===== config.mk =====
export PLATFORM = sky130hd
export DESIGN_NAME = ilcp_div
export DESIGN_NICKNAME = d
export VERILOG_FILES = /design/src/rtl/core/ilcp_pkg.sv /design/src/rtl/core/ilcp_div.sv
export SDC_FILE = /design/constraint.sdc
export NUM_CORES = 1
export LEC_CHECK = 0
export BUFFER_PORTS_ARGS = -buffer_cell sky130_fd_sc_hd__buf_2
export CORE_MARGIN = 5
export CORE_UTILIZATION = 45
export CTS_BUF_LIST = sky130_fd_sc_hd__clkbuf_4 sky130_fd_sc_hd__clkbuf_8 sky130_fd_sc_hd__clkbuf_16
export DETAILED_ROUTE_END_ITERATION = 6
export PLACE_DENSITY = 0.76
export SYNTH_ARGS = -nofsm -noshare
export SYNTH_HDL_FRONTEND = slang
export SYNTH_SLANG_ARGS = --single-unit
export TNS_END_PERCENT = 50

===== constraint.sdc =====
create_clock -name clk -period 3.8 [get_ports clk]
set_clock_uncertainty 0.05 [all_clocks]
set_input_delay 0.19 -clock clk [delete_from_list [all_inputs] [get_ports clk]]
set_output_delay 0.19 -clock clk [all_outputs]
set_load 0.01 [all_outputs]

===== src/rtl/core/ilcp_pkg.sv =====
// ----------------------------------------------------------------------------
// ilcp_pkg
// Shared constants, state encoding and unit status type for the isosurface
// link crossing point generator.
// ----------------------------------------------------------------------------
package ilcp_pkg;

	localparam int GRID_SIZE = 64;
	localparam int COORD_W   = $clog2(GRID_SIZE);
	localparam int ADDR_W    = 3 * COORD_W;
	localparam int DEPTH     = GRID_SIZE * GRID_SIZE * GRID_SIZE;
	localparam int SAMPLE_W  = 18;
	localparam int VAL_W     = 16;
	localparam int POINT_W   = 32;
	localparam int SQ_W      = 32;
	localparam int ROOT_W    = SQ_W / 2;
	localparam int DEN_W     = SAMPLE_W + 1;
	localparam int NUM_W     = VAL_W + 8 + SAMPLE_W;
	localparam int QUO_W     = VAL_W + 8;
	localparam int BASE_W    = VAL_W + COORD_W + 2 + 8;

	localparam logic FUNC_LOAD  = 1'b0;
	localparam logic FUNC_QUERY = 1'b1;

	localparam logic CFG_LEVEL = 1'b0;
	localparam logic CFG_SCALE = 1'b1;

	localparam logic [1:0] AXIS_X = 2'd0;
	localparam logic [1:0] AXIS_Y = 2'd1;
	localparam logic [1:0] AXIS_Z = 2'd2;

	typedef enum logic [3:0] {
		ST_IDLE,
		ST_SQUARE,
		ST_SUM,
		ST_ROOT,
		ST_WRITE,
		ST_READ,
		ST_DRAIN,
		ST_MASK,
		ST_AXIS,
		ST_DIVGO,
		ST_DIVIDE
	} state_t;

	typedef struct packed {
		logic busy;
		logic done;
	} unit_status_t;

endpackage


===== src/rtl/core/ilcp_div.sv =====
// ----------------------------------------------------------------------------
// ilcp_div
// Restoring unsigned divider, one quotient bit per cycle.
// ----------------------------------------------------------------------------
module ilcp_div
	import ilcp_pkg::*;
(
	input  logic             clk,
	input  logic             arst_n,
	input  logic             start,
	input  logic [NUM_W-1:0] dividend,
	input  logic [DEN_W-1:0] divisor,
	output unit_status_t     status,
	output logic [NUM_W-1:0] quotient
);

	localparam int CNT_W = $clog2(NUM_W + 1);

	logic [NUM_W-1:0] num_q;
	logic [NUM_W-1:0] quo_q;
	logic [DEN_W-1:0] den_q;
	logic [DEN_W-1:0] rem_q;
	logic [DEN_W:0]   shifted;
	logic             take;
	logic [CNT_W-1:0] cnt_q;
	logic             busy_q;
	logic             done_q;

	assign shifted = {rem_q, num_q[NUM_W-1]};
	assign take    = shifted >= {1'b0, den_q};

	always_ff @(posedge clk or negedge arst_n) begin
		if (!arst_n) begin
			busy_q <= 1'b0;
			done_q <= 1'b0;
			cnt_q  <= '0;
		end else if (start) begin
			busy_q <= 1'b1;
			done_q <= 1'b0;
			cnt_q  <= CNT_W'(NUM_W);
		end else if (busy_q) begin
			cnt_q <= cnt_q - 1'b1;
			if (cnt_q == CNT_W'(1)) begin
				busy_q <= 1'b0;
				done_q <= 1'b1;
			end
		end else begin
			done_q <= 1'b0;
		end
	end

	always_ff @(posedge clk) begin
		if (start) begin
			num_q <= dividend;
			den_q <= divisor;
			rem_q <= '0;
			quo_q <= '0;
		end else if (busy_q) begin
			num_q <= num_q << 1;
			quo_q <= {quo_q[NUM_W-2:0], take};
			if (take) begin
				rem_q <= DEN_W'(shifted - {1'b0, den_q});
			end else begin
				rem_q <= shifted[DEN_W-1:0];
			end
		end
	end

	assign status.busy = busy_q;
	assign status.done = done_q;
	assign quotient    = quo_q;

endmodule


==> metrics.cfg, run 1 <==
[global_route]
grt_overflow_total = 0
grt_max_degree = 94
grt_pass1_wl_mm = 21.7
grt_usage_pct = 16.5
grt_pass1_vias = 4523
antenna_found_initial = 0

[route]
final_antenna_net_count = 0
vias_per_cell = 5.20
drc = 0
initialDrtViolationCount = 253
routed_wl_mm = 13.0
wl_per_cell_um = 15.0
vias = 4498
drt-pass1-iter-count = 5

[sta]
fin_crit_sh_pct = 73.4
hold_ws_ns = 0.0206
period_needed_ns = 2.79
setup_tns_ns = 0
maxSlewHeadroom_pct = 34.0
setup_violations = 0
max_freq_mhz = 359
hold_violations = 0
rsz0062_at_grt = false
tightest_slew_ns = 0.990
slew_viol_final = 0

[setup_path]
path_max_fanout = 31
critPathArrivalTime_ns = 3.04
critPathLaunchType = register
crit_start = num_q[41]
r2r_start = num_q[41]
crit_path_end_kind = register
worst-setup-path-type = reg -> reg
required_ns = 4.05

[die]
ioPinCount = 108
start_util_pct = 45.4
core_um2 = 13800
rows = 43
die_h_um = 128
die_w_um = 128
die_area_um2 = 16300

[clock_network]
cts_root_buffer = clkbuf_16
cts_num_sinks = 130
numCtsBuffers = 17
clk_pin_slew_worst_paths_ns = 0.06
cts_max_level = 4
clkLatencyLatePin_ns = 0.42
cts_tree = yes
hold_buffers = 21
clk_path_buf_depth = 2
ctsResizeCount = 0
post-cts-setup-buffers = 0

[pwr]
max-vdd-ir-drop_mv = 0.270
p_leak_nw = 3.56
power_density_nw_per_um2 = 461

[synth]
synth.most_common_cell = nor2_1
async_flop_share_pct = 6.15
synth_warnings = 0
synthMuxAreaShare_pct = 15.4
ys_types = 66
yosysTopAreaCell = edfxtp_1
yosys.area_share.simple_pct = 11.1
synth_compound_area_share_pct = 10.5
synth_top_area_share_pct = 29.3
ys_ff_latch = 130
synthAdderAreaFrac_pct = 4.52
synth-xor-area-share_pct = 2.24
ys_top_cells_by_count = 67 x nor2_1, 61 x dfxtp_1, 61 x edfxtp_1
synth-edff-count = 61
synth.area.top_cells = edfxtp_1 29%, dfxtp_1 20%, mux2i_1 8.0%
netlist_instances = 555
syn_avg_cell_area_um2 = 11.3
synth_top_flop_cell = edfxtp_1
synth_area_um2 = 6250
synth_fp_nets = 641
ys_seq_area_share_pct = 52.1
synth_top_family_by_area = multiplexers

[final_layout]
antenna_cells = 0
fin_nets = 758
final_core_util_pct = 56.1
syn2layout_area_growth_pct = 23.6
layout-drive-gt1-share_pct = 28.6

[run_status]
status = completed

[min_path]
min_from = dividend[6]
hold_path.class = in -> reg

[placed_design]
place.gp.congestion = 0.872
dp_hpwl_mm = 8.65
io_buffers = 107

[job]
maxCapViolCount = 0

[report_power, final]
group / internal [W] / switching, W
logic: 0.000137 / 0.000134
clock network: 0.00113 / 0.000591
registers: 0.00155 / 0.0000267
total: 0.00281 / 0.000751
[per-layer routing]
metal	vias up	share of wire, %	GRT usage, %
met5	-	0	0
met3	12	5.7	5.50
met4	0	1.2	5.62
met1	2149	43	20.2
met2	103	50	27.2
li1	2234	-	-
[final timing paths]
path	end	slack, ns	cells past startpoint
setup / recovery	rem_q[1]	1.01	10
hold / removal	num_q[6]	0.02	2
setup reg to reg	rem_q[1]	1.01	10
hold reg to reg	quotient[41]	0.45	2
max in group asynchronous	busy_q	3.40	2
min in group asynchronous	cnt_q[2]	0.11	2
[per-stage QoR]
step | power, W | worst slack [ns] | instances | cell area, um^2
floorplan | 0.00177 | 1.37 | 555 | 6250
global placement | 0.00184 | 1.16 | 812 | 6900
detailed placement | 0.00185 | 1.03 | 812 | 6900
CTS | 0.00360 | 1.01 | 865 | 7730
global route | 0.00369 | 0.875 | 865 | 7730
finish | 0.00356 | 1.01 | 865 | 7730
[area by class of cell]
type                       instances  area, um^2
fill                            1199        6050
clock buffer                      21         462
timing repair buffer             131         783
sequential                       130        3260
inverter                          29         109
multi-input combinational        363        2730
clock inverter                    11         159
tap                              180         225
[logic make-up (layout without fill, tap and decap cells)]
kind of cell             count (synthesis)  after routing
AND/OR/NAND/NOR                        144            144
flip-flops                             130            130
multiplexers                            91             91
AO/OA/AOI/OAI                           90             90
buffers and inverters                   62            192
adder cells (fa/ha/maj)                 22             22
XOR/XNOR                                16             16
[flip-flops by register name (all words and copies together), names as in the netlist]
name and flops:
cnt_q 6, quotient 42, num_q 42, done_q 1, den_q 19, busy_q 1
rem_q 19
[cell usage in the layout, fill, tap and decap left out, types with 21 or more instances in the layout]
cell	synthesis	final
ha_1	21	21
a21oi_1	23	23
dlygate4sd3_1	0	21
edfxtp_1	61	61
nor2_1	67	67
mux2_2	41	41
dfxtp_1	61	61
buf_2	2	106
mux2i_1	50	50
inv_1	29	29
[worst max-delay path, stage by stage, from the launching register on]
cell and delay, ns:
edfxtp_1 0.35, inv_1 0.05, ha_1 0.22, fa_1 0.41
nand2b_1 0.21, a21oi_2 0.23, o311ai_1 0.15, a32oi_2 0.18
buf_4 0.36, nor3_1 0.09, or3_1 0.36
Power figures use the tool's default switching activity.
==> run 2, diff against run 1 <==
- PLACE_DENSITY: 0.76 -> 0.79
- clock period: 3.8 -> 2.4 ns (I/O delays scaled with it)
==> run 2 against run 1 <==
  * The run now ends with setup timing left
  * Fmax grew 15%
  * Combinational power grew 110%
  * Die area is the same
  * First-iteration DRC count shrank 8.7%
  * Sequential share of layout area shrank 4.7 points
==> metrics.cfg, run 2 (same netlist as run 1, synthesis figures left out) <==
[setup_path]
critPathArrivalTime_ns = 2.66  ; was 3.04 ns
critPathLaunchType = register  ; unchanged
crit_path_end_kind = register  ; unchanged
ff2ff_path_depth = 10  ; unchanged
crit_path_max_incr_delay_ns = 0.42  ; was 0.41 ns
crit_end = rem_q[1]  ; unchanged
worstPathCellList = ha_4 > fa_2 > nand2b_4 > a21oi_4 > o311ai_4 > a32oi_2 > buf_6 > buf_6 > nor3_1 > or3_1  ; was inv_1 > ha_1 > fa_1 > nand2b_1 > a21oi_2 > o311ai_1 > a32oi_2 > buf_4 > nor3_1 > or3_1
cp_common_cell = buf_6
r2r_end = rem_q[1]  ; unchanged
crit_start = den_q[0]  ; was num_q[41]
r2r_setup_slack_ns = -0.02  ; was 1.01 ns
worst-setup-path-type = reg -> reg  ; unchanged
path_max_fanout = 6  ; was 31
r2r_start = den_q[0]  ; was num_q[41]
required_ns = 2.64  ; was 4.05 ns
slowest_stage = edfxtp_1  ; was fa_1

[route]
vias_per_cell = 5.24  ; was 5.20
drc = 0  ; unchanged
initialDrtViolationCount = 231  ; was 253
routed_wl_mm = 14.7  ; was 13.0 mm
final_antenna_net_count = 0  ; unchanged
vias = 4958  ; was 4498
drt-pass1-iter-count = 5  ; unchanged
wl_per_cell_um = 15.5  ; was 15.0 um

[clock_network]
cts_num_sinks = 130  ; unchanged
cts_tree = yes  ; unchanged
clk_path_buf_depth = 2  ; unchanged
numCtsBuffers = 17  ; unchanged
clkLatencyLatePin_ns = 0.41  ; was 0.42 ns
cts_root_buffer = clkbuf_16  ; unchanged
cts_max_level = 4  ; unchanged
clk_pin_slew_worst_paths_ns = 0.06  ; about the same

[pwr]
power_density_nw_per_um2 = 661  ; was 461 nW/um^2
max-vdd-ir-drop_mv = 0.565  ; was 0.270 mV
total_power_w = 0.00575  ; was 0.00356 W
p_leak_nw = 3.96  ; was 3.56 nW

[global_route]
grt_overflow_total = 0  ; unchanged
met1_usage_pct = 22.1  ; was 20.2%
grt_max_degree = 48  ; was 94
busiest_layer = met2  ; unchanged
use_met2_pct = 29.8  ; was 27.2%
grt_usage_pct = 18.0  ; was 16.5%
antenna_found_initial = 0  ; unchanged
grt_pass1_vias = 5142  ; was 4523
grt_pass1_wl_mm = 24.0  ; was 21.7 mm
grtUsageMet3_pct = 5.63  ; was 5.50%

[die]
core_um2 = 13800  ; unchanged
ioPinCount = 108  ; unchanged
die_h_um = 128  ; unchanged
rows = 43  ; unchanged
die_area_um2 = 16300  ; unchanged
start_util_pct = 45.4  ; unchanged
die_w_um = 128  ; unchanged

[sta]
fin_ws_ns = -0.0171  ; was 1.01 ns
maxSlewHeadroom_pct = 42.2  ; was 34.0%
setup_violations = 10  ; was 0
tightest_slew_ns = 0.865  ; was 0.990 ns
rsz0062_at_grt = true  ; was false
max_freq_mhz = 414  ; was 359 MHz
hold_violations = 0  ; unchanged
setup_tns_ns = -0.0913  ; was 0 ns
slew_viol_final = 0  ; unchanged
period_needed_ns = 2.42  ; was 2.79 ns
fin_crit_sh_pct = 101  ; was 73.4%

[final_layout]
final_common_cell = buf_2  ; unchanged
syn2layout_area_growth_pct = 39.2  ; was 23.6%
fin_nets = 839  ; was 758
layout_common_cells = 107 x buf_2, 66 x nor2_1, 62 x dlygate4sd3_1  ; was 106 x buf_2, 67 x nor2_1, 61 x edfxtp_1, 61 x dfxtp_1, 50 x mux2i_1
layout-drive-gt1-share_pct = 34.6  ; was 28.6%

[run_status]
status = finished with violations  ; was completed
violations = setup timing

[placed_design]
dp_hpwl_mm = 9.27  ; was 8.65 mm
io_buffers = 107  ; unchanged
place.gp.congestion = 0.911  ; was 0.872

[min_path]
hold_path.class = in -> async  ; was in -> reg

[job]
maxCapViolCount = 0  ; unchanged

run 2: changes by cell type in the layout (fill, tap and decap cells not counted), sizes merged:
cell,previous run,this run
buf,110,150
clkbuf,21,18
clkinv,5,3
clkinvlp,1,6
diode,0,1
dlygate4sd3,21,62
run 2: cell type report:
cell class | instances | area (um^2)
Fill cell | 1069 | 5070
Multi-Input combinational cell | 363 | 2940
Timing Repair Buffer | 212 | 1540
Clock buffer | 18 | 433
Sequential cell | 130 | 3260
Inverter | 29 | 109
Clock inverter | 14 | 188
Tap cell | 180 | 225
Antenna cell | 1 | 2.50
run 2: worst min-delay path by stage:
stage,endpoint,cells after the start,start,slack [ns]
after floorplan,busy_q,0,arst_n,-0.23
after global placement,cnt_q[4],1,arst_n,-0.08
after detailed placement,cnt_q[3],1,arst_n,-0.08
after CTS,cnt_q[3],2,arst_n,0.04
after global routing,cnt_q[3],2,arst_n,0.06
final,cnt_q[3],2,arst_n,0.05
run 2: worst max-delay path: cells and delay by family, from the launching register on:
kind,cells,cell delay (ns)
AOI/OAI and AO/OA,3,0.50
and+or+nand+nor,3,0.52
buffers and inverters,2,0.28
adders and majority gates,2,0.53
DFF,1,0.42
run 2: power by group:
part	leakage, nW	switching (W)	total, W	internal (W)
clock network	0.285	0.000952	0.00269	0.00174
registers	1.22	0.0000451	0.00249	0.00245
logic	2.45	0.000257	0.000564	0.000307
run 2: per-layer routing:
| layer | part of all wire (%) | vias to the layer above | wire (um) |
|---|---|---|---|
| met5 | 0 | - | 0 |
| met4 | 1.9 | 0 | 273 |
| met3 | 6.1 | 24 | 899 |
| met2 | 51 | 151 | 7440 |
| met1 | 41 | 2378 | 6100 |
| li1 | - | 2405 | - |
run 2: repair_timing:
item / in CTS / in global routing
hold buffers: 62 / 0
endpoints found under the setup margin: 14 / 20
buffers inserted: 4 / 4
gates cloned: 0 / 2
gates resized for setup: 12 / 32
pin swaps: 9 / 14
endpoints found under the hold margin: 69 / 0
run 2: through the flow:
stage / setup WS [ns] / utilization [%] / hold WS [ns] / instance area (um^2) / cells
after floorplan: 0.0157 / - / -0.226 / 6270 / 555
after global placement: 0.0191 / 52.1 / -0.0841 / 7170 / 843
after detailed placement: -0.127 / 52.1 / -0.0780 / 7170 / 843
after CTS: -0.00654 / 61.7 / 0.0432 / 8500 / 940
after global routing: -0.0859 / 63.2 / 0.0584 / 8700 / 946
final: -0.0171 / 63.2 / 0.0514 / 8700 / 947
==> run 3, diff against run 2 <==
- CORE_MARGIN: 5 -> 1.5
- PLACE_DENSITY: 0.79 -> 0.69
==> run 3 against run 2 <==
  * The run still ends with setup timing left
  * Worst hold slack gained 0.012 ns
  * Register-to-register slack lost 0.03 ns
  * Largest power group unchanged
  * Non-clock buffer count is 1 lower
==> metrics.cfg, run 3 (same netlist as run 1, synthesis figures left out) <==
[run_status]
status = finished with violations  ; unchanged
violations = setup timing  ; unchanged

[setup_path]
critPathArrivalTime_ns = 2.71  ; was 2.66 ns
ff2ff_path_depth = 9  ; was 10
crit_path_end_kind = register  ; unchanged
path_max_fanout = 9  ; was 6
r2r_end = rem_q[15]  ; was rem_q[1]
r2r_setup_slack_ns = -0.04  ; was -0.02 ns
required_ns = 2.66  ; was 2.64 ns
worst-setup-path-type = reg -> reg  ; unchanged
crit_start = den_q[0]  ; unchanged
critPathLaunchType = register  ; unchanged
r2r_start = den_q[0]  ; unchanged

[placed_design]
dp_hpwl_mm = 9.23  ; was 9.27 mm
io_buffers = 107  ; unchanged
place.gp.congestion = 0.871  ; was 0.911
postPlaceCellArea_um2 = 7200  ; was 7170 um^2
place_ws_ns = -0.188  ; was -0.127 ns

[route]
routed_wl_mm = 14.2  ; was 14.7 mm
drc = 0  ; unchanged
vias_per_cell = 5.14  ; was 5.24
vias = 4841  ; was 4958
wl_per_cell_um = 15.0  ; was 15.5 um
initialDrtViolationCount = 236  ; was 231
final_antenna_net_count = 0  ; unchanged
drt-pass1-iter-count = 4  ; was 5

[sta]
period_needed_ns = 2.44  ; was 2.42 ns
rsz0062_at_grt = true  ; unchanged
setup_violations = 7  ; was 10
fin_crit_sh_pct = 102  ; was 101%
slew_viol_final = 0  ; unchanged
fin_ws_ns = -0.0438  ; was -0.0171 ns
max_freq_mhz = 409  ; was 414 MHz
tightest_slew_ns = 0.666  ; was 0.865 ns
maxSlewHeadroom_pct = 55.5  ; was 42.2%
hold_violations = 0  ; unchanged

[die]
ioPinCount = 108  ; unchanged
die_area_um2 = 14600  ; was 16300 um^2
start_util_pct = 46.6  ; was 45.4%
rows = 42  ; was 43
die_h_um = 121  ; was 128 um
core_um2 = 13400  ; was 13800 um^2
die_w_um = 121  ; was 128 um

[final_layout]
final_common_cell = buf_2  ; unchanged
design_area_um2 = 8530  ; was 8700 um^2
nFillCells = 1057  ; was 1069
fin_nets = 838  ; was 839
syn2layout_area_growth_pct = 36.5  ; was 39.2%
layout_common_cells = 106 x buf_2, 66 x nor2_1, 62 x dlygate4sd3_1  ; was 107 x buf_2, 66 x nor2_1, 62 x dlygate4sd3_1
antenna_cells = 0  ; was 1
regArea_um2 = 3260  ; unchanged
layout-drive-gt1-share_pct = 32.5  ; was 34.6%
multi_input_area_um2 = 2820  ; was 2940 um^2

[pwr]
power_switching_w = 0.00124  ; was 0.00125 W
seq_power_share_pct = 44.1  ; was 43.4%
max-vdd-ir-drop_mv = 0.523  ; was 0.565 mV
p_int_w = 0.00441  ; was 0.00450 W
p_clk_share_pct = 46.2  ; was 46.8%
p_leak_nw = 3.95  ; was 3.96 nW
netSwitchingFraction_pct = 22.0  ; was 21.8%
power_frac_comb_pct = 9.7  ; was 9.8%
power_density_nw_per_um2 = 662  ; was 661 nW/um^2

[clock_network]
clkLatencyLatePin_ns = 0.41  ; about the same
cts_root_buffer = clkbuf_16  ; unchanged
cts_tree = yes  ; unchanged
clk_pin_slew_worst_paths_ns = 0.06  ; about the same
cts_num_sinks = 130  ; unchanged
cts_max_level = 4  ; unchanged
numCtsBuffers = 17  ; unchanged
clk_path_buf_depth = 2  ; unchanged

[global_route]
met1_usage_pct = 23.7  ; was 22.1%
busiest_layer = met2  ; unchanged
antenna_found_initial = 0  ; unchanged
grt_overflow_total = 0  ; unchanged
grtUsageMet3_pct = 4.84  ; was 5.63%
grt_max_degree = 57  ; was 48
use_met2_pct = 35.9  ; was 29.8%
grt_pass1_vias = 5041  ; was 5142
grt_usage_pct = 20.3  ; was 18.0%
grt_pass1_wl_mm = 23.6  ; was 24.0 mm

[min_path]
hold_path.class = in -> async  ; unchanged

[job]
maxCapViolCount = 0  ; unchanged

-- run 3: cell types whose count changed in the layout (fill, tap and decap cells not counted), sizes merged --
cell      change
bufinv        -4
inv           +1
clkbuf        +9
buf           -1
clkinvlp      -6
diode         -1
-- run 3: how the worst max path moves through the flow --
stage               depth (start not counted)  slack (ns)        end
CTS                                         9       -0.03  rem_q[15]
finish                                      9       -0.04  rem_q[15]
floorplan                                  10        0.02   rem_q[1]
global route                                9       -0.19  rem_q[15]
global placement                           10       -0.16   rem_q[1]
detailed placement                         10       -0.19   rem_q[1]
-- run 3: stage by stage --
| stage | setup TNS, ns | total power [W] | utilization [%] | hold slack, ns | cells |
|---|---|---|---|---|---|
| 2_1_floorplan | 0 | 0.00281 | - | -0.226 | 555 |
| 3_3_place_gp | -1.77 | 0.00296 | 53.7 | -0.0825 | 842 |
| 3_5_place_dp | -2.06 | 0.00298 | 53.7 | -0.0713 | 842 |
| 4_1_cts | -0.0900 | 0.00568 | 63.3 | 0.0277 | 940 |
| 5_1_grt | -2.94 | 0.00583 | 63.6 | 0.0749 | 941 |
| 6_report | -0.127 | 0.00565 | 63.6 | 0.0629 | 941 |
-- run 3: cell type report --
class	instances	area share, %
inverters	29	1.28
well taps	176	2.58
repair buffers	211	17.8
flip-flops and latches	130	38.2
multi-input cells	363	33.0
clock buffers	27	6.76
clock inverters	5	0.396
-- run 3: timing repair --
item	in CTS	in global routing
pin swaps	9	2
resized for setup	8	6
hold buffers	62	0
buffers inserted	5	1
setup endpoints to repair	19	20
hold endpoints to repair	69	0
-- run 3: per-layer routing --
layer	share of wire (%)	up-vias
met5	0	-
met4	1.3	0
met3	4.5	17
met2	51	107
met1	43	2320
li1	-	2397
-- run 3: power by group through the flow --
stage,Clock (W),Combinational [W],Sequential (W)
2_1_floorplan,0,0.000291,0.00252
3_3_place_gp,0,0.000429,0.00253
3_5_place_dp,0,0.000446,0.00254
4_1_cts,0.00265,0.000538,0.00249
5_1_grt,0.00273,0.000601,0.00250
6_report,0.00261,0.000548,0.00249
-- run 3: worst max-delay path: stages (launching register included) --
cell	delay, ns
edfxtp_1	0.40
ha_2	0.22
fa_2	0.36
nand2b_4	0.16
a21oi_4	0.14
o311ai_2	0.10
a32oi_2	0.28
buf_4	0.23
o211ai_1	0.12
a311oi_1	0.28
