==> config.mk <==
export PLATFORM = sky130hd
export DESIGN_NAME = ilcp_isqrt
export DESIGN_NICKNAME = d
export VERILOG_FILES = /design/src/rtl/core/ilcp_pkg.sv /design/src/rtl/core/ilcp_isqrt.sv
export SDC_FILE = /design/constraint.sdc
export NUM_CORES = 1
export LEC_CHECK = 0
export BUFFER_PORTS_ARGS = -buffer_cell sky130_fd_sc_hd__buf_2
export CORE_ASPECT_RATIO = 1.5
export CORE_UTILIZATION = 40
export DETAILED_ROUTE_END_ITERATION = 8
export PLACE_DENSITY = 0.69
export SYNTH_ARGS = -nofsm -noshare
export SYNTH_HDL_FRONTEND = slang
export SYNTH_SLANG_ARGS = --single-unit
==> constraint.sdc <==
create_clock -name clk -period 7.3 [get_ports clk]
set_input_delay 1.46 -clock clk [delete_from_list [all_inputs] [get_ports clk]]
set_output_delay 1.46 -clock clk [all_outputs]
set_load 0.03 [all_outputs]
==> src/rtl/core/ilcp_pkg.sv <==
// ----------------------------------------------------------------------------
// ilcp_pkg
// Shared constants, state encoding and unit status type for the isosurface
// link crossing point generator.
// ----------------------------------------------------------------------------
package ilcp_pkg;

	localparam int GRID_SIZE = 64;
	localparam int COORD_W   = $clog2(GRID_SIZE);
	localparam int ADDR_W    = 3 * COORD_W;
	localparam int DEPTH     = GRID_SIZE * GRID_SIZE * GRID_SIZE;
	localparam int SAMPLE_W  = 18;
	localparam int VAL_W     = 16;
	localparam int POINT_W   = 32;
	localparam int SQ_W      = 32;
	localparam int ROOT_W    = SQ_W / 2;
	localparam int DEN_W     = SAMPLE_W + 1;
	localparam int NUM_W     = VAL_W + 8 + SAMPLE_W;
	localparam int QUO_W     = VAL_W + 8;
	localparam int BASE_W    = VAL_W + COORD_W + 2 + 8;

	localparam logic FUNC_LOAD  = 1'b0;
	localparam logic FUNC_QUERY = 1'b1;

	localparam logic CFG_LEVEL = 1'b0;
	localparam logic CFG_SCALE = 1'b1;

	localparam logic [1:0] AXIS_X = 2'd0;
	localparam logic [1:0] AXIS_Y = 2'd1;
	localparam logic [1:0] AXIS_Z = 2'd2;

	typedef enum logic [3:0] {
		ST_IDLE,
		ST_SQUARE,
		ST_SUM,
		ST_ROOT,
		ST_WRITE,
		ST_READ,
		ST_DRAIN,
		ST_MASK,
		ST_AXIS,
		ST_DIVGO,
		ST_DIVIDE
	} state_t;

	typedef struct packed {
		logic busy;
		logic done;
	} unit_status_t;

endpackage

==> src/rtl/core/ilcp_isqrt.sv <==
// ----------------------------------------------------------------------------
// ilcp_isqrt
// Iterative integer square root, one result bit per cycle.
// ----------------------------------------------------------------------------
module ilcp_isqrt
	import ilcp_pkg::*;
(
	input  logic              clk,
	input  logic              arst_n,
	input  logic              start,
	input  logic [SQ_W-1:0]   operand,
	output unit_status_t      status,
	output logic [ROOT_W-1:0] root
);

	logic [SQ_W-1:0] rem_q;
	logic [SQ_W-1:0] res_q;
	logic [SQ_W-1:0] bit_q;
	logic [SQ_W-1:0] trial;
	logic            busy_q;
	logic            done_q;

	assign trial = res_q + bit_q;

	always_ff @(posedge clk or negedge arst_n) begin
		if (!arst_n) begin
			busy_q <= 1'b0;
			done_q <= 1'b0;
		end else if (start) begin
			busy_q <= 1'b1;
			done_q <= 1'b0;
		end else if (busy_q && bit_q[0]) begin
			busy_q <= 1'b0;
			done_q <= 1'b1;
		end else begin
			done_q <= 1'b0;
		end
	end

	always_ff @(posedge clk) begin
		if (start) begin
			rem_q <= operand;
			res_q <= '0;
			bit_q <= SQ_W'(1) << (SQ_W - 2);
		end else if (busy_q) begin
			if (rem_q >= trial) begin
				rem_q <= rem_q - trial;
				res_q <= (res_q >> 1) + bit_q;
			end else begin
				res_q <= res_q >> 1;
			end
			bit_q <= bit_q >> 2;
		end
	end

	assign status.busy = busy_q;
	assign status.done = done_q;
	assign root        = res_q[ROOT_W-1:0];

endmodule

==> results.tsv, run 1 <==
stage	metric	value	unit
drt	met3_length	514	um
power	p_leak	3.24	nW
worst_setup_path	cp_max_fo	32	
yosys	ys.flop_type	dfxtp_1	
yosys	synth_edf_count	32	
worst_setup_path	crit_buf_inv	2	
drt	first_pass_iters	5	
finish	multi_input_area	0.00489	sq mm
clock_network	post_cts_resized	0	
yosys	synth_nets	981	
grt	grt_pass1_wl	29900	um
sta	tns	0	ps
floorplan	row_count	60	
drt	drt-total-wl	18200	um
yosys	synth_area_leaders	dfxtp_1 13%, edfxtp_1 13%, ha_1 11%, xnor2_1 4.8%, nand2_1 4.4%	
drt	vias	6434	
clock_network	cts.htree.levels	3	
finish	seqCellArea	0.00197	sq mm
drt	drtAntennaViolNets	0	
placement	gp_congestion	0.867	
floorplan	dieArea	0.0188	sq mm
clock_network	cts_setup_buffers	0	
floorplan	dieHeight	168	um
power	ir_drop	144	uV
sta	tightest_slew	933	ps
clock_network	cts.sinks	82	
worst_setup_path	r2r_cells	16	
drt	drc	0	
floorplan	core-area	0.0179	sq mm
floorplan	die_x	112	um
floorplan	io_pins	53	
min_path	hold_class	flop to flop	
job	max_cap_viol_count	0	
finish	layout.nets	987	
power	p_per_area	366	mW/mm^2
yosys	yosys.cell_types.count	71	
grt	grt_pass1_vias	6280	
worst_setup_path	end_kind	flop	
grt	antenna_found_initial	0	
yosys	synth_area	0.00731	sq mm
clock_network	cts_tree	built	
drt	wl_met1	7970	um
finish	n_fill_cell	1755	
yosys	yosysSeqAreaShare	27.0	%
clock_network	numCtsBuffers	9	
grt	grt_max_degree	63	
worst_setup_path	crit_chain	ha_1, a31oi_1, o21ai_0, o21ai_0, nand3_1, a41o_1, xnor2_1, ha_1, a21oi_2, o21ai_2, a21o_1, o41ai_4, nand2_1, buf_4, a21o_1, buf_4	
finish	drive_above_1_share	11.8	%
yosys	synth_top_area_share	13.1	%
yosys	yosys_register_bits	82	
power	total_power	2.88	mW
clock_network	cts_buffer_depth	2	
worst_setup_path	startpoint_type	flop	
finish	stdcell_area	0.00786	sq mm
placement	placed_area	0.00755	sq mm
finish	final_cell_count_no_fill	1107	
min_path	holdPathStages	2	
finish	final_cell_mix	86 x nand2_1, 80 x nor2_1, 66 x ha_1	
drt	via_per_inst	5.81	
finish	mostFrequentLayoutCell	nand2_1	
clock_network	cts_root_buf	clkbuf_16	
yosys	ys_warn_count	0	
status	status	finished, final reports clean	
worst_setup_path	slowest_delay	890	ps
sta	finalHoldViolations	0	
floorplan	start_util	40.7	%
worst_setup_path	cp.depth	16	
yosys	postSynthAreaPerCell	8.32	sq um
grt	grt_usage	19.6	%
worst_setup_path	crit_slowest_cell	o41ai_4	
sta	finalClockSkew	9.88	ps
worst_setup_path	required	7350	ps
sta	finalSetupViolCount	0	
drt	wire_per_inst	16.5	um
clock_network	clkTransAtPathRegs	70	ps
sta	fmax	0.182	GHz
placement	placed_cells	1091	
placement	io_buffers	52	
drt	wl_met2	9200	um
yosys	async_flop_share	2.44	%
worst_setup_path	worst-setup-path-type	flop to flop	
drt	drtIter0Drc	431	
clock_network	holdBufCountCts	0	
sta	fin_crit	5490	ps
yosys	synth_area_leader_cell	dfxtp_1	
clock_network	worstSkewPairLatency	350	ps
worst_setup_path	reg2reg_slack	1810	ps
yosys	syn_inst	879	
sta	period_share	75.2	%
drt	top_layer_used	met4	
finish	diodes	0	
sta	finalMaxSlewViolations	0	
sta	rsz0062_at_grt	false	
worst_setup_path	crit_family	compound AO/OA/AOI/OAI gates	
sta	slew_headroom	37.6	%
grt	grt_overflow	0	
finish	area_delta_synth_final	7.50	%
worst_setup_path	arrival	5530	ps
placement	dp_hpwl	13700	um
-- routing by layer --
| metal | vias up | GRT usage [%] |
|---|---|---|
| li1 | 3267 | - |
| met1 | 3000 | 22.3 |
| met2 | 129 | 36.2 |
| met3 | 38 | 2.57 |
| met4 | 0 | 8.70 |
| met5 | - | 0 |
-- flip-flops by register name, summed over array words and instances (netlist names) --
register,cells
rem_q,32
done_q,1
res_q,32
bit_q,16
busy_q,1
-- synthesized netlist by cell type (21+ instances only) --
cell      number
nor2_1        80
xor2_1        28
a21o_1        21
buf_4         21
xnor2_1       40
inv_1         26
a21oi_1       50
edfxtp_1      32
clkbuf_1      30
ha_1          66
o21ai_0       59
a31oi_1       26
mux2i_1       25
dfxtp_1       48
nand2_1       86
-- area by class of cell --
| class | instances | area share, % |
|---|---|---|
| clock buffers | 10 | 3.04 |
| clock inverters | 6 | 0.924 |
| inverters | 27 | 1.29 |
| multi-input cells | 707 | 62.3 |
| flip-flops and latches | 82 | 25.1 |
| well taps | 217 | 3.46 |
| repair buffers | 58 | 3.92 |
-- through the flow --
| stage | setup slack, ps | hold slack, ps | utilization, % |
|---|---|---|---|
| floorplan | 2440 | 458 | - |
| global placement | 2030 | 490 | 42.1 |
| detailed placement | 1950 | 500 | 42.1 |
| CTS | 1930 | 512 | 43.8 |
| global route | 1480 | 548 | 43.8 |
| finish | 1810 | 507 | 43.8 |
-- power breakdown --
part	internal (mW)	switching, mW
Clock	0.278	0.206
Combinational	0.660	1.00
Sequential	0.650	0.0807
-- tightest hold or removal path, stage by stage, from the launching register on --
cell	delay, ps
dfxtp_1	350
nand2_1	90
nor2_1	40
-- kinds of logic (layout without fill, tap and decap cells) --
group / Yosys count / in the layout / synth area share (%)
AO/OA/AOI/OAI: 276 / 276 / 25.8
XOR/XNOR: 68 / 68 / 8.15
adder cells (fa/ha/maj): 67 / 67 / 11.6
buffers and inverters: 90 / 101 / 6.09
flip-flops: 82 / 82 / 27.0
multiplexers: 28 / 28 / 3.89
AND/OR/NAND/NOR: 268 / 268 / 17.5
-- path summary, 6_finish.rpt --
path | startpoint | end
worst max-delay path | res_q[8]$_SDFFE_PP0P_ | rem_q[15]$_DFFE_PP_
worst min-delay path | bit_q[0]$_SDFFE_PP0P_ | done_q$_DFF_PN0_
worst max register to register | res_q[8]$_SDFFE_PP0P_ | rem_q[15]$_DFFE_PP_
worst min register to register | bit_q[0]$_SDFFE_PP0P_ | done_q$_DFF_PN0_
max in group asynchronous | arst_n | busy_q$_DFFE_PN0P_
min in group asynchronous | arst_n | busy_q$_DFFE_PN0P_
Power figures use the tool's default switching activity.
==> run 2, diff against run 1 <==
--- a/config.mk
+++ b/config.mk
@@ -5,11 +5,12 @@
 export SDC_FILE = /design/constraint.sdc
 export NUM_CORES = 1
 export LEC_CHECK = 0
+export ABC_AREA = 1
 export BUFFER_PORTS_ARGS = -buffer_cell sky130_fd_sc_hd__buf_2
 export CORE_ASPECT_RATIO = 1.5
 export CORE_UTILIZATION = 40
 export DETAILED_ROUTE_END_ITERATION = 8
-export PLACE_DENSITY = 0.69
+export PLACE_DENSITY = 0.68
 export SYNTH_ARGS = -nofsm -noshare
 export SYNTH_HDL_FRONTEND = slang
 export SYNTH_SLANG_ARGS = --single-unit
==> constraint.sdc (replaced) <==
create_clock -name clk -period 5.3 [get_ports clk]
set_input_delay 1.06 -clock clk [delete_from_list [all_inputs] [get_ports clk]]
set_output_delay 1.06 -clock clk [all_outputs]
set_load 0.03 [all_outputs]
==> run 2 against run 1 <==
Net effect: final area is 20% higher; utilization is 0.22 points lower; non-clock buffer count is 1 higher; worst hold slack worse by 33 ps; synthesized area is 21% higher; combinational power is 110% higher; sequential share of layout area is 4.3 points lower; sequential cell count stayed put; wire length is 52% higher; count of clock-buffer cells in the layout is 2 higher; largest power group unchanged.
==> results.tsv, run 2 <==
stage	metric	value	unit	change
status	status	finished, final reports clean		unchanged
clock_network	cts.htree.levels	3		unchanged
clock_network	cts.sinks	82		unchanged
drt	drtAntennaViolNets	0		unchanged
placement	placed_cells	1749		was 1091
power	ir_drop	307	uV	was 144 uV
worst_setup_path	crit_chain	ha_1, nand2_1, o21ai_0, inv_1, o21ai_0, a221oi_1, nand2_1, nand2_1, nand2_1, ha_1, nand2_2, nor2_1, nand2_1, nor2_2, nand2_4, nand2_4, nand2_1, nand2_1, buf_4		was ha_1, a31oi_1, o21ai_0, o21ai_0, nand3_1, a41o_1, xnor2_1, ha_1, a21oi_2, o21ai_2, a21o_1, o41ai_4, nand2_1, buf_4, a21o_1, buf_4
finish	multi_input_area	0.00589	sq mm	was 0.00489 sq mm
grt	grt_usage	25.7	%	was 19.6%
drt	drc	0		unchanged
yosys	yosys.cell_types.count	46		was 71
placement	io_buffers	52		unchanged
sta	fmax	0.219	GHz	was 0.182 GHz
clock_network	numCtsBuffers	9		unchanged
floorplan	start_util	40.7	%	about the same
finish	mostFrequentLayoutCell	nand2_1		unchanged
yosys	yosys_register_bits	82		unchanged
worst_setup_path	startpoint_type	flop		unchanged
clock_network	cts_tree	built		unchanged
worst_setup_path	r2r-end	rem_q[1]$_DFFE_PP_		was rem_q[15]$_DFFE_PP_
yosys	synth_xor_area_share	4.85	%	was 8.15%
sta	finalMaxSlewViolations	0		unchanged
sta	tightest_slew	787	ps	was 933 ps
yosys	postSynthAreaPerCell	5.99	sq um	was 8.32 sq um
yosys	synth_area	0.00884	sq mm	was 0.00731 sq mm
drt	first_pass_iters	6		was 5
clock_network	worstSkewPairLatency	360	ps	was 350 ps
clock_network	holdBufCountCts	0		unchanged
yosys	ys_warn_count	0		unchanged
drt	via_per_inst	5.22		was 5.81
grt	grt_overflow	0		unchanged
worst_setup_path	reg2reg_slack	730	ps	was 1810 ps
drt	wire_per_inst	15.7	um	was 16.5 um
placement	dp_hpwl	22100	um	was 13700 um
finish	area_delta_synth_final	7.06	%	was 7.50%
yosys	yosys.area_share.simple	41.1	%	was 17.5%
sta	slew_headroom	47.0	%	was 37.6%
yosys	synth_area_leaders	nand2_1 21%, dfxtp_1 11%, edfxtp_1 11%, ha_1 9.3%, nand3_1 8.4%		was dfxtp_1 13%, edfxtp_1 13%, ha_1 11%, xnor2_1 4.8%, nand2_1 4.4%
yosys	synth_fa_ha_area_share	9.57	%	was 11.6%
worst_setup_path	r2r_cells	19		was 16
sta	rsz0062_at_grt	false		unchanged
grt	antenna_found_initial	0		unchanged
worst_setup_path	path_common_cell	nand2_1		
worst_setup_path	r2r_start	res_q[12]$_SDFFE_PP0P_		was res_q[8]$_SDFFE_PP0P_
yosys	async_flop_share	2.44	%	unchanged
clock_network	post_cts_resized	0		unchanged
floorplan	dieHeight	184	um	was 168 um
yosys	ys.flop_type	dfxtp_1		unchanged
yosys	syn_inst	1475		was 879
sta	tns	0	ps	unchanged
sta	period_share	86.3	%	was 75.2%
clock_network	cts_setup_buffers	0		unchanged
worst_setup_path	startpoint	res_q[12]$_SDFFE_PP0P_		was res_q[8]$_SDFFE_PP0P_
grt	grt_max_degree	57		was 63
yosys	synth_edf_count	32		unchanged
yosys	synth_nets	1577		was 981
floorplan	die_x	123	um	was 112 um
worst_setup_path	end_kind	flop		unchanged
worst_setup_path	slowest_delay	550	ps	was 890 ps
finish	drive_above_1_share	6.43	%	was 11.8%
grt	grt_pass1_wl	44700	um	was 29900 um
worst_setup_path	worst-setup-path-type	flop to flop		unchanged
floorplan	io_pins	53		unchanged
power	p_per_area	555	mW/mm^2	was 366 mW/mm^2
worst_setup_path	arrival	4580	ps	was 5530 ps
yosys	synth_top_family_by_area	simple AND/OR/NAND/NOR gates		was compound AO/OA/AOI/OAI gates
yosys	synth_most_common_cell	nand2_1		unchanged
job	max_cap_viol_count	0		unchanged
finish	top_regs	rem_q (32), res_q (32), bit_q (16)		unchanged
finish	layout.nets	1590		was 987
sta	finalSetupViolCount	0		unchanged
floorplan	dieArea	0.0227	sq mm	was 0.0188 sq mm
sta	finalClockSkew	7.97	ps	was 9.88 ps
clock_network	cts_buffer_depth	2		unchanged
drt	vias	9206		was 6434
drt	drt-total-wl	27700	um	was 18200 um
yosys	synthMuxAreaShare	0	%	was 3.89%
finish	seqCellArea	0.00197	sq mm	about the same
finish	final_cell_mix	500 x nand2_1, 170 x inv_1, 149 x nand3_1		was 86 x nand2_1, 80 x nor2_1, 66 x ha_1
yosys	synth_top_area_share	21.2	%	was 13.1%
worst_setup_path	cp_max_fo	32		unchanged
yosys	synth_commonest_cells	500 x nand2_1, 170 x inv_1, 149 x nand3_1, 137 x nor2_1, 92 x a21oi_1		was 86 x nand2_1, 80 x nor2_1, 66 x ha_1, 59 x o21ai_0, 50 x a21oi_1
grt	grt_pass1_vias	9167		was 6280
finish	n_fill_cell	2395		was 1755
worst_setup_path	crit_slowest_cell	dfxtp_1		was o41ai_4
floorplan	row_count	66		was 60
placement	gp_congestion	0.941		was 0.867
sta	whs	475	ps	was 507 ps
yosys	yosysSeqAreaShare	22.3	%	was 27.0%
clock_network	clkTransAtPathRegs	60	ps	was 70 ps
power	total_power	5.25	mW	was 2.88 mW
sta	finalHoldViolations	0		unchanged
clock_network	cts_root_buf	clkbuf_16		unchanged
finish	final_cell_count_no_fill	1765		was 1107
yosys	synth-compound-area-share	11.2	%	was 25.8%
drt	drtIter0Drc	513		was 431
yosys	synth_area_leader_cell	nand2_1		was dfxtp_1
floorplan	core-area	0.0217	sq mm	was 0.0179 sq mm
power	p_leak	4.46	nW	was 3.24 nW
min_path	hold_class	primary input to async pin		was flop to flop
worst_setup_path	required	5310	ps	was 7350 ps
finish	diodes	0		unchanged
sta	fin_crit	4570	ps	was 5490 ps
worst_setup_path	crit_end	rem_q[1]$_DFFE_PP_		was rem_q[15]$_DFFE_PP_
[run 2: layout make-up]
cell class	count	area share [%]
clock buffers	12	2.83
clock inverters	4	0.331
inverters	172	6.82
multi-input cells	1164	62.3
flip-flops and latches	82	20.8
well taps	272	3.60
repair buffers	59	3.31
[run 2: cell families after synthesis]
kind of cell,count (synthesis)
compound gates,183
xor+xnor,49
simple gates,865
fa+ha+maj,67
flops,82
buf+inv,229
[run 2: worst min path at each step]
| stage | slack (ps) | endpoint | cells after the start | startpoint |
|---|---|---|---|---|
| after detailed placement | 480 | done_q$_DFF_PN0_ | 2 | bit_q[0]$_SDFFE_PP0P_ |
| after global routing | 470 | done_q$_DFF_PN0_ | 1 | arst_n |
| final | 470 | done_q$_DFF_PN0_ | 1 | arst_n |
| after global placement | 470 | done_q$_DFF_PN0_ | 2 | bit_q[0]$_SDFFE_PP0P_ |
| after floorplan | 450 | done_q$_DFF_PN0_ | 2 | bit_q[0]$_SDFFE_PP0P_ |
| after CTS | 470 | done_q$_DFF_PN0_ | 1 | arst_n |
[run 2: metrics by stage]
step | area, sq um | util [%] | setup WS [ps]
floorplan | 8840 | - | 1370
global placement | 9170 | 42.2 | 845
detailed placement | 9170 | 42.2 | 776
CTS | 9460 | 43.6 | 758
global route | 9460 | 43.6 | 343
finish | 9460 | 43.6 | 726
[run 2: critical path: cells and delay by family (launching register included)]
family          cells  cell delay [ps]
flops               1              550
compound gates      3              690
fa+ha+maj           2              730
simple gates       12             1730
buf+inv             2              490
[run 2: metal layers]
layer / track usage, % / vias to the layer above / wire [um]
li1: - / 4791 / -
met2: 47.2 / 192 / 14500
met3: 2.61 / 67 / 664
met1: 27.8 / 4156 / 11000
met4: 15.0 / 0 / 1530
met5: 0 / - / 0
[run 2: where the power goes]
| group | leakage [nW] | switching (mW) | total (mW) | internal [mW] |
|---|---|---|---|---|
| Sequential | 0.748 | 0.228 | 1.18 | 0.948 |
| Combinational | 3.57 | 2.24 | 3.43 | 1.19 |
| Clock | 0.145 | 0.278 | 0.640 | 0.362 |
| Total | 4.46 | 2.75 | 5.25 | 2.50 |
==> run 3, diff against run 2 <==
--- a/config.mk
+++ b/config.mk
@@ -8,9 +8,9 @@
 export ABC_AREA = 1
 export BUFFER_PORTS_ARGS = -buffer_cell sky130_fd_sc_hd__buf_2
 export CORE_ASPECT_RATIO = 1.5
-export CORE_UTILIZATION = 40
+export CORE_UTILIZATION = 60
 export DETAILED_ROUTE_END_ITERATION = 8
-export PLACE_DENSITY = 0.68
+export PLACE_DENSITY = 0.81
 export SYNTH_ARGS = -nofsm -noshare
 export SYNTH_HDL_FRONTEND = slang
 export SYNTH_SLANG_ARGS = --single-unit
==> run 3 against run 2 <==
Net effect: cell count fell by 4.2%; largest power group unchanged; wire length is 4.6% lower; worst setup slack improved by 210 ps; final area decreased by 0.73%; global-route usage grew 10 points; largest cell class unchanged; sequential power is essentially flat; sequential share of layout area rose by 0.15 points; power is 1.2% higher; critical path type unchanged; sequential cell count stayed put.
==> results.tsv, run 3 (synthesized netlist as in run 2, its figures left out) <==
stage	metric	value	unit	change
sta	slew_headroom	48.5	%	was 47.0%
grt	grt_usage	36.0	%	was 25.7%
placement	placed_area	0.00908	sq mm	was 0.00917 sq mm
floorplan	dieArea	0.0152	sq mm	was 0.0227 sq mm
finish	area_delta_synth_final	6.28	%	was 7.06%
finish	drive_above_1_share	6.56	%	was 6.43%
worst_setup_path	reg2reg_slack	940	ps	was 730 ps
grt	grt_max_degree	52		was 57
job	max_cap_viol_count	0		unchanged
finish	mostFrequentLayoutCell	nand2_1		unchanged
sta	rsz0062_at_grt	false		unchanged
worst_setup_path	r2r-end	rem_q[0]$_DFFE_PP_		was rem_q[1]$_DFFE_PP_
clock_network	cts.sinks	82		unchanged
drt	vias	9402		was 9206
worst_setup_path	startpoint_type	flop		unchanged
worst_setup_path	required	5310	ps	about the same
drt	drt-total-wl	26500	um	was 27700 um
worst_setup_path	end_kind	flop		unchanged
clock_network	cts_root_buf	clkbuf_16		unchanged
drt	drtIter0Drc	632		was 513
floorplan	row_count	54		was 66
finish	stdcell_area	0.00940	sq mm	was 0.00946 sq mm
sta	tns	0	ps	unchanged
floorplan	start_util	61.1	%	was 40.7%
sta	finalHoldViolations	0		unchanged
sta	fmax	0.229	GHz	was 0.219 GHz
floorplan	die_x	101	um	was 123 um
floorplan	dieHeight	151	um	was 184 um
power	p_int	2.52	mW	was 2.50 mW
clock_network	holdBufCountCts	0		unchanged
clock_network	clkTransAtPathRegs	70	ps	was 60 ps
sta	tightest_slew	764	ps	was 787 ps
clock_network	worstSkewPairLatency	360	ps	about the same
placement	dp_hpwl	20500	um	was 22100 um
clock_network	cts_buffer_depth	2		unchanged
clock_network	cts_tree	built		unchanged
worst_setup_path	startpoint	bit_q[0]$_SDFFE_PP0P_		was res_q[12]$_SDFFE_PP0P_
drt	wire_per_inst	15.7	um	about the same
worst_setup_path	r2r_cells	20		was 19
grt	grt_pass1_vias	8975		was 9167
worst_setup_path	crit_end	rem_q[0]$_DFFE_PP_		was rem_q[1]$_DFFE_PP_
clock_network	numCtsBuffers	9		unchanged
sta	fin_crit	4360	ps	was 4570 ps
floorplan	io_pins	53		unchanged
finish	n_fill_cell	1470		was 2395
worst_setup_path	worst-setup-path-type	flop to flop		unchanged
finish	layout.nets	1591		was 1590
power	p_leak	4.48	nW	was 4.46 nW
finish	final_cell_mix	500 x nand2_1, 170 x inv_1, 149 x nand3_1		unchanged
clock_network	cts.htree.levels	3		unchanged
worst_setup_path	r2r_start	bit_q[0]$_SDFFE_PP0P_		was res_q[12]$_SDFFE_PP0P_
power	seqPwrFrac	22.1	%	was 22.4%
power	pwr-share-clk	12.9	%	was 12.2%
grt	antenna_found_initial	0		unchanged
power	p_switching	2.79	mW	was 2.75 mW
drt	drtAntennaViolNets	0		unchanged
clock_network	cts_setup_buffers	0		unchanged
drt	drc	0		unchanged
grt	grt_pass1_wl	42400	um	was 44700 um
finish	top_regs	rem_q (32), res_q (32), bit_q (16)		unchanged
sta	finalMaxSlewViolations	0		unchanged
floorplan	core-area	0.0145	sq mm	was 0.0217 sq mm
power	ir_drop	383	uV	was 307 uV
power	p_per_area	565	mW/mm^2	was 555 mW/mm^2
min_path	hold_class	primary input to async pin		unchanged
placement	io_buffers	52		unchanged
clock_network	post_cts_resized	0		unchanged
finish	diodes	0		unchanged
worst_setup_path	arrival	4370	ps	was 4580 ps
power	combPwrFrac	64.9	%	was 65.4%
drt	first_pass_iters	5		was 6
finish	fin_util	65.0	%	was 43.6%
grt	grt_overflow	0		unchanged
status	status	finished, final reports clean		unchanged
worst_setup_path	cp_max_fo	32		unchanged
power	switching_share	52.5	%	was 52.3%
placement	gp_congestion	0.961		was 0.941
sta	finalClockSkew	10.8	ps	was 7.97 ps
drt	via_per_inst	5.56		was 5.22
sta	finalSetupViolCount	0		unchanged
sta	period_share	82.2	%	was 86.3%
-- run 3: layout make-up --
type,instances,area [sq um],area share (%)
clock buffers,9,225,2.40
clock inverters,7,92.6,0.985
inverters,172,646,6.87
multi-input cells,1164,5890,62.7
flip-flops and latches,82,1970,21.0
well taps,196,245,2.61
repair buffers,60,320,3.41
-- run 3: per-stage QoR --
step / setup slack [ps] / power (mW) / cells / hold WS [ps]
finish: 941 / 5.31 / 1690 / 469
global route: 527 / 5.80 / 1690 / 467
CTS: 935 / 5.27 / 1690 / 466
detailed placement: 945 / 4.57 / 1674 / 492
global placement: 1070 / 4.52 / 1674 / 478
floorplan: 1370 / 3.83 / 1475 / 450
-- run 3: layer usage --
layer | up-vias | global-route usage (%) | share of wire, %
li1 | 4812 | - | -
met1 | 4188 | 40.5 | 39
met2 | 309 | 63.7 | 50
met3 | 93 | 3.81 | 4.9
met4 | 0 | 23.6 | 5.7
met5 | - | 0 | 0
-- run 3: worst min-delay path by stage --
stage,from,to,slack [ps],depth (start not counted)
finish,arst_n,done_q$_DFF_PN0_,470,1
global placement,res_q[0]$_SDFFE_PP0P_,res_q[0]$_SDFFE_PP0P_,480,2
detailed placement,res_q[0]$_SDFFE_PP0P_,res_q[0]$_SDFFE_PP0P_,490,2
floorplan,bit_q[0]$_SDFFE_PP0P_,done_q$_DFF_PN0_,450,2
CTS,arst_n,done_q$_DFF_PN0_,470,1
global route,arst_n,done_q$_DFF_PN0_,470,1
-- run 3: worst max-delay path, cell delays in order, from the launching register on --
cell	delay [ps]
dfxtp_1	390
ha_1	200
ha_1	190
nand3_1	110
nand3_1	90
nand2_1	90
o21ai_0	420
nand2_1	130
nand2_1	150
a21oi_1	100
xor2_1	160
ha_1	390
nand2_2	110
nor2_2	200
nand2_1	90
nor2_2	150
nand2_4	240
nand2_4	130
nand2_1	110
nand2_1	100
buf_4	390
-- run 3: power by group through the flow --
stage                     clock network (mW)  logic [mW]  registers [mW]
after global routing                   0.716        3.89            1.20
after CTS                              0.695        3.41            1.17
after global placement                     0        3.35            1.18
after floorplan                            0        2.76            1.07
after detailed placement                   0        3.38            1.18
final                                  0.687        3.45            1.18
